`src/hdl/calib_table_interpolator_macros.svh`:
```
// ----------------------------------------------------------------------------
// calib_table_interpolator assertion macros
// clocked assertion helpers shared by the interpolator rtl
// ----------------------------------------------------------------------------
`ifndef CALIB_TABLE_INTERPOLATOR_MACROS_SVH
`define CALIB_TABLE_INTERPOLATOR_MACROS_SVH

`ifndef ASSERT_OFF
// property checked on every clock edge outside reset
`define CTI_ASSERT(lbl, prop, msg) \
    lbl: assert property (@(posedge i_clk) disable iff (!i_rst_n) prop) else $error(msg);
// condition that must never be seen outside reset
`define CTI_NEVER(lbl, cond, msg) \
    lbl: assert property (@(posedge i_clk) disable iff (!i_rst_n) !(cond)) else $error(msg);
`else
`define CTI_ASSERT(lbl, prop, msg)
`define CTI_NEVER(lbl, cond, msg)
`endif

`endif

```
`src/hdl/cti_pkg.sv`:
```
// ----------------------------------------------------------------------------
// cti_pkg
// constants, widths and calibration rom of the table interpolator
// ----------------------------------------------------------------------------
`default_nettype none

package cti_pkg;

    localparam int POINTS    = 41;
    localparam int FRAC_BITS = 4;

    localparam int IN_W      = 20;
    localparam int MASS_W    = 16;
    localparam int SUM_W     = 16;
    localparam int ENTRY_W   = SUM_W + MASS_W;
    localparam int ADDR_W    = $clog2(POINTS);

    // working widths
    localparam int CMP_W     = ((IN_W > SUM_W + FRAC_BITS) ? IN_W : SUM_W + FRAC_BITS) + 1;
    localparam int DIFF_W    = IN_W;
    localparam int NUM_W     = DIFF_W + MASS_W;
    localparam int Y1_W      = MASS_W + FRAC_BITS;
    localparam int Y_W       = NUM_W + 2;
    localparam int DIV_STEPS = NUM_W / 2;
    localparam int CNT_W     = $clog2(DIV_STEPS);

    localparam logic [ADDR_W-1:0] LAST_ADDR = ADDR_W'(POINTS - 1);
    localparam logic [MASS_W-1:0] MAX_MASS_RST = 16'd40000;

    // sequencer states
    localparam logic [2:0] S_IDLE = 3'd0;
    localparam logic [2:0] S_WALK = 3'd1;
    localparam logic [2:0] S_MUL  = 3'd2;
    localparam logic [2:0] S_DIV  = 3'd3;
    localparam logic [2:0] S_DONE = 3'd4;

    typedef struct packed {
        logic [MASS_W-1:0] rem;
        logic [NUM_W-1:0]  quo;
    } t_div;

    // calibration pairs: whole sum in the upper half, whole grams in the lower
    localparam logic [ENTRY_W-1:0] CALIB_ROM [POINTS] = '{
        {16'd11,   16'd0},    {16'd50,   16'd50},   {16'd85,   16'd100},
        {16'd132,  16'd150},  {16'd174,  16'd200},  {16'd216,  16'd250},
        {16'd272,  16'd300},  {16'd330,  16'd350},  {16'd408,  16'd400},
        {16'd476,  16'd450},  {16'd543,  16'd500},  {16'd577,  16'd550},
        {16'd631,  16'd600},  {16'd713,  16'd650},  {16'd767,  16'd700},
        {16'd843,  16'd750},  {16'd913,  16'd800},  {16'd974,  16'd850},
        {16'd1040, 16'd900},  {16'd1124, 16'd950},  {16'd1171, 16'd1000},
        {16'd1238, 16'd1050}, {16'd1276, 16'd1100}, {16'd1345, 16'd1150},
        {16'd1415, 16'd1200}, {16'd1487, 16'd1250}, {16'd1549, 16'd1300},
        {16'd1615, 16'd1350}, {16'd1689, 16'd1400}, {16'd1746, 16'd1450},
        {16'd1804, 16'd1500}, {16'd1847, 16'd1550}, {16'd1896, 16'd1600},
        {16'd1945, 16'd1650}, {16'd2005, 16'd1700}, {16'd2066, 16'd1750},
        {16'd2103, 16'd1800}, {16'd2162, 16'd1850}, {16'd2220, 16'd1900},
        {16'd2272, 16'd1950}, {16'd2316, 16'd2000}
    };

endpackage

`default_nettype wire

```
`src/hdl/calib_table_interpolator.sv`:
```
// ----------------------------------------------------------------------------
// calib_table_interpolator
// load-cell reading to mass through a piecewise linear calibration table
// ----------------------------------------------------------------------------
// usage
//   input channel  : i_in_valid / o_in_ready carry i_reading_sum, a signed
//                    reading with 4 fraction bits; one transfer per item
//   output channel : o_out_valid / i_out_ready carry o_mass in 1/16 gram,
//                    clamped to max_mass; exactly one result per item
//   config channel : i_cfg_valid / o_cfg_ready write max_mass, always ready
//   sequencing     : the table walk reads one rom entry per cycle (up to
//                    41), then a multiply state, a 2-bit-per-cycle divider
//                    and a done state; non-positive readings go straight
//                    to done, readings at or below the first point leave the
//                    walk at its first entry
//   throughput     : one item at a time; the next input is taken once the
//                    result is in the output register
//   reset          : a low i_rst_n at a clock edge clears the sequencer and
//                    the output valid and sets max_mass to 40000; the rom
//                    needs no fill
//   stall          : a result waiting on i_out_ready holds; a finished item
//                    behind it waits in the done state until the slot frees
// ----------------------------------------------------------------------------
`default_nettype none
`include "calib_table_interpolator_macros.svh"

module calib_table_interpolator
    import cti_pkg::*;
(
    input  wire logic                     i_clk,
    input  wire logic                     i_rst_n,
    // reading input
    input  wire logic                     i_in_valid,
    output logic                          o_in_ready,
    input  wire logic signed [IN_W-1:0]   i_reading_sum,
    // mass output
    output logic                          o_out_valid,
    input  wire logic                     i_out_ready,
    output logic [MASS_W-1:0]             o_mass,
    // max_mass write
    input  wire logic                     i_cfg_valid,
    output logic                          o_cfg_ready,
    input  wire logic [MASS_W-1:0]        i_cfg_data
);

    // control registers
    logic [2:0]               r_state, n_state;
    logic [ADDR_W-1:0]        r_raddr, n_raddr;
    logic [CNT_W-1:0]         r_cnt;
    logic                     r_out_valid;
    logic [MASS_W-1:0]        r_max_mass;

    // datapath registers
    logic [ENTRY_W-1:0]       r_rom_q;
    logic [ENTRY_W-1:0]       r_prev;
    logic signed [IN_W-1:0]   r_x;
    logic [DIFF_W-1:0]        r_diff;
    logic [MASS_W-1:0]        r_dymag;
    logic                     r_neg;
    logic [MASS_W-1:0]        r_dx;
    logic [Y1_W-1:0]          r_y1;
    logic [NUM_W-1:0]         r_quo;
    logic [MASS_W-1:0]        r_rem;
    logic [MASS_W-1:0]        r_mass;

    // walk compare and segment setup
    logic signed [CMP_W-1:0]  x_ext, cur_x, prev_x, seg_diff;
    logic [SUM_W-1:0]         cur_sum, prev_sum;
    logic [MASS_W-1:0]        cur_mass, prev_mass;
    logic                     hit;
    logic [SUM_W:0]           seg_dx;
    logic [MASS_W:0]          seg_dy;
    logic                     dx_bad;

    // divider and final sum
    t_div                     div_in, div_mid, div_out;
    logic signed [Y_W-1:0]    y_base, y_q, y_sum;
    logic [MASS_W-1:0]        y_clamped;

    logic                     in_xfer, out_free;

    assign o_in_ready  = (r_state == S_IDLE);
    assign o_cfg_ready = 1'b1;
    assign o_out_valid = r_out_valid;
    assign o_mass      = r_mass;

    assign in_xfer  = i_in_valid && o_in_ready;
    assign out_free = !r_out_valid || i_out_ready;

    // rom entry at r_raddr is in r_rom_q, previous entry in r_prev
    assign cur_sum   = r_rom_q[ENTRY_W-1:MASS_W];
    assign cur_mass  = r_rom_q[MASS_W-1:0];
    assign prev_sum  = r_prev[ENTRY_W-1:MASS_W];
    assign prev_mass = r_prev[MASS_W-1:0];

    assign x_ext    = CMP_W'(r_x);
    assign cur_x    = CMP_W'(cur_sum) << FRAC_BITS;
    assign prev_x   = CMP_W'(prev_sum) << FRAC_BITS;
    assign hit      = (x_ext <= cur_x);
    assign seg_diff = x_ext - prev_x;
    assign seg_dx   = {1'b0, cur_sum} - {1'b0, prev_sum};
    assign seg_dy   = {1'b0, cur_mass} - {1'b0, prev_mass};
    // a segment of zero or negative width gives its left mass
    assign dx_bad   = seg_dx[SUM_W] || (seg_dx == '0);

    function automatic t_div div_step(t_div s, logic [MASS_W-1:0] d);
        logic [MASS_W:0] t;
        t_div            r;
        t     = {s.rem, s.quo[NUM_W-1]};
        r.quo = {s.quo[NUM_W-2:0], 1'b0};
        if (t >= {1'b0, d}) begin
            r.rem    = MASS_W'(t - {1'b0, d});
            r.quo[0] = 1'b1;
        end else begin
            r.rem    = t[MASS_W-1:0];
        end
        return r;
    endfunction

    // two quotient bits per cycle
    assign div_in.rem = r_rem;
    assign div_in.quo = r_quo;
    assign div_mid    = div_step(div_in, r_dx);
    assign div_out    = div_step(div_mid, r_dx);

    // y = y1 +/- |num| / dx, then clamp to [0, max_mass]
    always_comb begin
        y_base = Y_W'(r_y1);
        y_q    = Y_W'(r_quo);
        y_sum  = r_neg ? (y_base - y_q) : (y_base + y_q);
        if (y_sum[Y_W-1]) begin
            y_clamped = '0;
        end else if (y_sum > Y_W'(r_max_mass)) begin
            y_clamped = r_max_mass;
        end else begin
            y_clamped = y_sum[MASS_W-1:0];
        end
    end

    // sequencer next state and rom address
    always_comb begin
        n_state = r_state;
        n_raddr = r_raddr;
        case (r_state)
            S_IDLE: begin
                if (in_xfer) begin
                    n_raddr = '0;
                    n_state = (i_reading_sum <= 0) ? S_DONE : S_WALK;
                end
            end
            S_WALK: begin
                if (r_raddr == '0) begin
                    if (hit) begin
                        n_state = S_DONE;
                    end else begin
                        n_raddr = r_raddr + 1'b1;
                    end
                end else if (hit || (r_raddr == LAST_ADDR)) begin
                    n_state = dx_bad ? S_DONE : S_MUL;
                end else begin
                    n_raddr = r_raddr + 1'b1;
                end
            end
            S_MUL: begin
                n_state = S_DIV;
            end
            S_DIV: begin
                if (r_cnt == CNT_W'(DIV_STEPS - 1)) begin
                    n_state = S_DONE;
                end
            end
            S_DONE: begin
                if (out_free) begin
                    n_state = S_IDLE;
                end
            end
            default: begin
                n_state = S_IDLE;
            end
        endcase
    end

    // calibration rom, one registered read per cycle
    always_ff @(posedge i_clk) begin
        r_rom_q <= CALIB_ROM[n_raddr];
    end

    // control state
    always_ff @(posedge i_clk) begin
        if (!i_rst_n) begin
            r_state     <= S_IDLE;
            r_raddr     <= '0;
            r_cnt       <= '0;
            r_out_valid <= 1'b0;
            r_max_mass  <= MAX_MASS_RST;
        end else begin
            r_state <= n_state;
            r_raddr <= n_raddr;
            if (r_state == S_MUL) begin
                r_cnt <= '0;
            end else if (r_state == S_DIV) begin
                r_cnt <= r_cnt + 1'b1;
            end
            if ((r_state == S_DONE) && out_free) begin
                r_out_valid <= 1'b1;
            end else if (i_out_ready) begin
                r_out_valid <= 1'b0;
            end
            if (i_cfg_valid && o_cfg_ready) begin
                r_max_mass <= i_cfg_data;
            end
        end
    end

    // datapath
    always_ff @(posedge i_clk) begin
        case (r_state)
            S_IDLE: begin
                if (in_xfer) begin
                    r_x   <= i_reading_sum;
                    // non-positive reading gives zero mass
                    r_y1  <= '0;
                    r_quo <= '0;
                    r_neg <= 1'b0;
                end
            end
            S_WALK: begin
                r_prev <= r_rom_q;
                if (r_raddr == '0) begin
                    // at or below the first point: first mass
                    r_y1  <= Y1_W'(cur_mass) << FRAC_BITS;
                    r_quo <= '0;
                    r_neg <= 1'b0;
                end else begin
                    r_y1    <= Y1_W'(prev_mass) << FRAC_BITS;
                    r_quo   <= '0;
                    r_diff  <= DIFF_W'(seg_diff);
                    r_dx    <= seg_dx[SUM_W-1:0];
                    r_neg   <= seg_dy[MASS_W];
                    r_dymag <= seg_dy[MASS_W] ? MASS_W'(-seg_dy) : seg_dy[MASS_W-1:0];
                end
            end
            S_MUL: begin
                r_quo <= NUM_W'(r_diff) * NUM_W'(r_dymag);
                r_rem <= '0;
            end
            S_DIV: begin
                r_quo <= div_out.quo;
                r_rem <= div_out.rem;
            end
            S_DONE: begin
                if (out_free) begin
                    r_mass <= y_clamped;
                end
            end
            default: begin
                r_rem <= r_rem;
            end
        endcase
    end

    // checks
    `CTI_ASSERT(a_raddr_range, r_raddr <= LAST_ADDR, "rom address beyond last point")
    `CTI_NEVER(a_div_zero, (r_state == S_DIV) && (r_dx == '0), "divide by zero width segment")
    `CTI_ASSERT(a_done_loads, ((r_state == S_DONE) && out_free) |=> (r_out_valid && (r_state == S_IDLE)), "finished item not presented")
    `CTI_NEVER(a_busy_ready, o_in_ready && (r_state != S_IDLE), "input taken while busy")

endmodule

`default_nettype wire

```
`config.mk`:
```
export PLATFORM = sky130hd
export DESIGN_NAME = calib_table_interpolator
export DESIGN_NICKNAME = d
export VERILOG_FILES = /design/src/hdl/cti_pkg.sv /design/src/hdl/calib_table_interpolator.sv
export VERILOG_INCLUDE_DIRS = /design/src /design/src/hdl
export SDC_FILE = /design/constraint.sdc
export NUM_CORES = 1
export LEC_CHECK = 0
export ABC_AREA = 1
export BUFFER_PORTS_ARGS = -buffer_cell sky130_fd_sc_hd__buf_2
export CAP_MARGIN = 20
export CORE_MARGIN = 10
export CORE_UTILIZATION = 50
export CTS_CLUSTER_DIAMETER = 100
export DETAILED_ROUTE_END_ITERATION = 8
export GPL_TIMING_DRIVEN = 0
export HOLD_SLACK_MARGIN = 0.03
export MAX_ROUTING_LAYER = met4
export PLACE_DENSITY = 0.69
export SETUP_SLACK_MARGIN = 0.15
export SLEW_MARGIN = 10
export SYNTH_ARGS = -nofsm -noshare
export SYNTH_HDL_FRONTEND = slang
export SYNTH_SLANG_ARGS = --single-unit
```
`constraint.sdc`:
```
create_clock -name i_clk -period 5.68 [get_ports i_clk]
set_input_delay 0.568 -clock i_clk [delete_from_list [all_inputs] [get_ports i_clk]]
set_output_delay 0.568 -clock i_clk [all_outputs]
set_load 0.05 [all_outputs]
```
==> metrics.cfg, run 1 <==
[route]
routedWlPerCell_um=18.6
drcViolationCount=0
via_count=24000
dr.pass1.iters=7
drt_wl_total_um=82400
ant_nets=0
vias_per_cell=5.43
drt-initial-drc-count=2051

[outcome]
status=complete, but fails checks
violations=setup timing

[timing]
relSlewSlack_pct=25.0
finalMaxSlewViolations=0
fin_worst_skew_ps=21.0
max_freq_ghz=0.163
fin_crit_sh_pct=108
timing.final.hold_violations=0
setup_ws_ps=-437
layout_min_cycle_time_ps=6120
rsz0062_at_grt=true
worst_pin_slew_ps=1130
setup-violations-final=15

[floorplanning]
rows=84
fp.dieH_um=251
design.core.area_um2=52600
die_area_um2=62800
pin_count=60
start_util_pct=50.6
die_w_um=251

[setup_path]
r2r_cells=24
crit_path_start_kind=flop
max_stage_delay_ps=590
required_ps=5970
path_cells=buf_6 -> buf_4 -> nand2_1 -> fa_1 -> fa_1 -> fa_1 -> fa_1 -> fa_1 -> inv_1 -> fa_2 -> ha_4 -> a21oi_2 -> inv_1 -> a21oi_2 -> o21ai_4 -> nand2_2 -> nand3_4 -> nand2_2 -> nand2_2 -> nand3_1 -> nand2_2 -> buf_4 -> o21ai_4 -> o21ai_1
startpoint=r_diff[9]
path_class=reg -> reg
endpoint_kind=flop
slowest_stage=fa_2
crit_fanout=5
rrSetupSlack_ps=-440
r2r-start=r_diff[9]
cp.arrival_ps=6400
regToRegEndpoint=r_quo[33]
crit_top_cell=fa_1

[cells_and_area]
synthToLayoutAreaGrowth_pct=16.3
final_nets=4254
drive_above_1_share_pct=13.9
finalNonFillerCells=4430

[logic_synthesis]
synth_common_cells=nand2_1 (929), inv_1 (712), ha_1 (253)
avgSynthCellArea_um2=7.53
synth_cell_type_count=54
postSynth.asyncResetShare_pct=0
ys_seq_area_share_pct=23.4
synthCells=3528
synth_most_common_cell=nand2_1
synth_top_area_cell=edfxtp_1
synth_ff_type=edfxtp_1
synth_top_cell_area_share_pct=19.4
synth_area_um2=26600
synth.area.top_cells=edfxtp_1 (19%), fa_1 (18%), nand2_1 (13%)
yosys_warnings=0
ys_ff_latch=225
synth-edff-count=172

[min_path]
hold_path_startpoint=i_reading_sum[19]
timing.hold.worst_path_depth=1
holdPathEnd=r_x[19]
min_path_type=in -> reg

[run]
maxCapViolCount=0

[clock_network]
postCtsHoldBufs=0
clkSinkCount=225
cts_max_path_buffers=3
cts.clk_slew.worst_paths_ps=60
cts_htree_levels=1
cts_made_buffers=26
insertion_delay_ps=560
cts_root_buffer=clkbuf_16
tritoncts=done

[global_route]
antenna_found_initial=1
grt.total_usage_pct=26.2
grt_max_degree=36
grt_pass1_vias=23800
grt_first_pass_wirelength_um=129000
grt_overflow=0

[placement]
routabilityCongestion=1.02
dp_cells=4281
dpl.hpwl_um=63400
io_buffers=58

==> logic make-up after synthesis <==
kind of cell | Yosys count | synth area share, %
XOR/XNOR | 98 | 3.23
other | 2 | 0.0283
AND/OR/NAND/NOR | 1432 | 22.2
AO/OA/AOI/OAI | 444 | 9.05
adder cells (fa/ha/maj) | 492 | 29.9
buffers and inverters | 835 | 12.1
flip-flops | 225 | 23.4
==> registers in the layout (all words and copies together) (netlist names) <==
| register | flops |
|---|---|
| r_rem | 16 |
| r_quo | 36 |
| r_raddr | 6 |
| r_max_mass | 16 |
| r_dx | 16 |
| r_y1 | 10 |
| o_mass | 16 |
| r_rom_q | 22 |
| r_diff | 20 |
| r_dymag | 15 |
| r_neg | 1 |
| r_x | 20 |
| o_out_valid | 1 |
| r_state | 3 |
| r_prev | 22 |
| r_cnt | 5 |
==> worst max-delay path: cells and delay by family, from the launching register on <==
family | cells | cell delay (ps)
adders and majority gates | 7 | 3410
DFF | 1 | 480
AOI/OAI and AO/OA | 5 | 740
buffers and inverters | 5 | 580
and+or+nand+nor | 7 | 640
==> metal layers <==
layer	global-route usage, %	wire length [um]
met4	9.54	3480
met3	3.09	5900
met5	-	0
met2	42.5	38500
met1	33.3	34500
==> stage by stage <==
stage	TNS [ps]	util, %	worst slack [ps]	cell area [um^2]	hold slack, ps
6_report	-3760	58.8	-437	30900	211
5_1_grt	-6060	58.8	-563	30900	194
4_1_cts	-1310	57.7	-270	30300	194
3_5_place_dp	-17360	53.1	-1280	27900	433
3_3_place_gp	-17440	52.9	-1310	27800	412
2_1_floorplan	0	-	153	26700	408
==> cell usage in the layout, fill, tap and decap left out, types with 19 or more instances in the layout <==
cell,instances
o21ai_1,28
nor3_1,29
a21oi_2,19
nand2_2,42
nor2_1,191
buf_2,78
nand3_1,175
xor2_1,71
nand4_1,38
fa_1,229
edfxtp_1,172
ha_4,20
nor2_2,19
buf_6,26
clkbuf_16,29
inv_2,41
ha_1,233
xnor2_1,26
buf_4,86
clkbuf_1,25
a21oi_1,153
dfxtp_1,53
o21ai_0,129
nand2_1,884
inv_1,688
==> how the worst max path moves through the flow <==
| stage | cells past startpoint | slack [ps] | endpoint |
|---|---|---|---|
| global placement | 23 | -1310 | r_quo[32] |
| finish | 24 | -440 | r_quo[33] |
| global route | 25 | -560 | r_quo[33] |
| floorplan | 28 | 150 | r_quo[32] |
| detailed placement | 23 | -1280 | r_quo[32] |
| CTS | 23 | -270 | r_quo[32] |
==> final cells by class <==
type	count	area, um^2
fillers	4750	21700
multi-input cells	2469	18100
flip-flops and latches	225	6230
inverters	731	2750
repair buffers	164	1230
well taps	688	861
plain buffers	104	826
clock buffers	33	761
clock inverters	15	125
diodes	1	2.50
==> repair_timing <==
action	4_1_cts	5_1_grt
resized for setup	276	131
pin swaps	85	88
endpoints found under the setup margin	24	42
cloned	5	0
buffers inserted	68	27
Power of run 1 is left out: the tool's default activity adds up to more than one toggle a clock period on the data nets, which glitch-free logic cannot reach.
==> inputs of run 2 (changes only) <==
- PLACE_DENSITY: 0.69 -> 0.66
- clock period: 5.68 -> 5.9 ns (I/O delays scaled with it)
==> run 2 against run 1 <==
Compared with the run above: the run still ends with setup timing left; first-iteration DRC count fell by 0.20%; wire length fell by 2.4%; sequential cell count stayed put; clock skew is 3.7 ps lower; critical path depth decreased by 1.
==> metrics.cfg, run 2 (same netlist as run 1, synthesis figures left out) <==
[cells_and_area]
fill_cells=4879
final_cell_mix=nand2_1 (893), inv_1 (695), ha_1 (235)
reg_top3=r_quo (36), r_prev (22), r_rom_q (22)
top_register=r_quo
drive_above_1_share_pct=12.9
fin_util_pct=58.3
final_nets=4240
synthToLayoutAreaGrowth_pct=15.3
layout_commonest_cell=nand2_1
largest_reg_flops=36

[global_route]
grt_pass1_vias=22700
grt_max_degree=36
grt.total_usage_pct=25.5
grt_first_pass_wirelength_um=125000
antenna_found_initial=1
grt_overflow=0

[route]
drcViolationCount=0
via_count=23600
dr.pass1.iters=5
routedWlPerCell_um=18.2
ant_nets=0
drt_wl_total_um=80400
vias_per_cell=5.34
drt-initial-drc-count=2047

[floorplanning]
die_area_um2=62800
start_util_pct=50.6
fp.dieH_um=251
design.core.area_um2=52600
rows=84
pin_count=60
die_w_um=251

[setup_path]
crit_path_start_kind=flop
path_class=reg -> reg
required_ps=6190
endpoint_kind=flop
crit_fanout=10
rrSetupSlack_ps=-130
cp.arrival_ps=6320
r2r_cells=23

[clock_network]
cts.clk_slew.worst_paths_ps=60
clkSinkCount=225
cts_max_path_buffers=3
postCtsHoldBufs=0
insertion_delay_ps=570
cts_htree_levels=1
cts_root_buffer=clkbuf_16
tritoncts=done
cts_made_buffers=28

[outcome]
status=complete, but fails checks
violations=setup timing

[min_path]
timing.hold.worst_path_depth=1
min_path_type=in -> reg

[timing]
relSlewSlack_pct=35.6
finalMaxSlewViolations=0
setup_ws_ps=-126
layout_min_cycle_time_ps=6030
fin_crit_sh_pct=102
fin_tns_setup_ps=-325
setup-violations-final=6
worst_pin_slew_ps=966
fin_worst_skew_ps=17.3
max_freq_ghz=0.166
rsz0062_at_grt=true
timing.final.hold_violations=0

[placement]
io_buffers=58
dpl.hpwl_um=63300
routabilityCongestion=1.00

[run]
maxCapViolCount=0

-- run 2: path summary, 6_finish.rpt --
kind	from	endpoint
worst max-delay path	r_diff[5]	r_quo[32]
worst min-delay path	i_reading_sum[5]	r_x[5]
worst max register to register	r_diff[5]	r_quo[32]
worst min register to register	r_rom_q[1]	r_prev[1]
-- run 2: layout make-up --
| cell class | count | area (um^2) | area share (%) |
|---|---|---|---|
| multi-input cells | 2469 | 18000 | 58.6 |
| flip-flops and latches | 225 | 6230 | 20.3 |
| inverters | 731 | 2750 | 8.97 |
| repair buffers | 148 | 1120 | 3.65 |
| well taps | 688 | 861 | 2.81 |
| clock buffers | 39 | 813 | 2.66 |
| plain buffers | 104 | 808 | 2.64 |
| clock inverters | 13 | 97.6 | 0.319 |
| diodes | 1 | 2.50 | 0.00817 |
-- run 2: stage by stage --
stage / hold WS, ps / cells / instance area [um^2] / setup slack, ps
after floorplan: 408 / 3529 / 26600 / 218
after global placement: 419 / 4275 / 27700 / -1600
after detailed placement: 423 / 4281 / 27800 / -1510
after CTS: 185 / 4389 / 30100 / -62.5
after global routing: 193 / 4418 / 30600 / -283
final: 211 / 4418 / 30600 / -126
-- run 2: metal layers --
layer  routed length [um]  part of all wire (%)  vias to the layer above  track usage, %
li1                     -                     -                    11400               -
met1                34600                    43                    11100            33.7
met2                37200                    46                      886            40.7
met3                 6170                   7.7                      172            3.46
met4                 2460                   3.1                        0            6.59
met5                    0                     0                        -               -
-- run 2: timing repair --
| action | in CTS | in global routing |
|---|---|---|
| pin swaps | 85 | 107 |
| buffers inserted | 50 | 27 |
| hold endpoints to repair | 0 | 0 |
| gates resized for setup | 258 | 138 |
| cloned | 6 | 1 |
| setup endpoints to repair | 25 | 32 |
-- run 2: worst max-delay path: stages, from the launching register on --
cell      delay, ps
edfxtp_1        420
buf_4           180
clkbuf_8        170
nand2_1          90
fa_1            450
fa_1            540
fa_1            520
fa_1            530
fa_1            540
inv_1            50
fa_2            570
ha_4            250
a21oi_2         160
inv_2            70
o21ai_1         130
nand4_1         190
nand2_1         150
nand2_2          90
nand2_2          90
nand2_4          60
nand2_2         100
nand2_4          70
o21ai_4         210
o21ai_1          90
Power of run 2 is left out for the same reason.
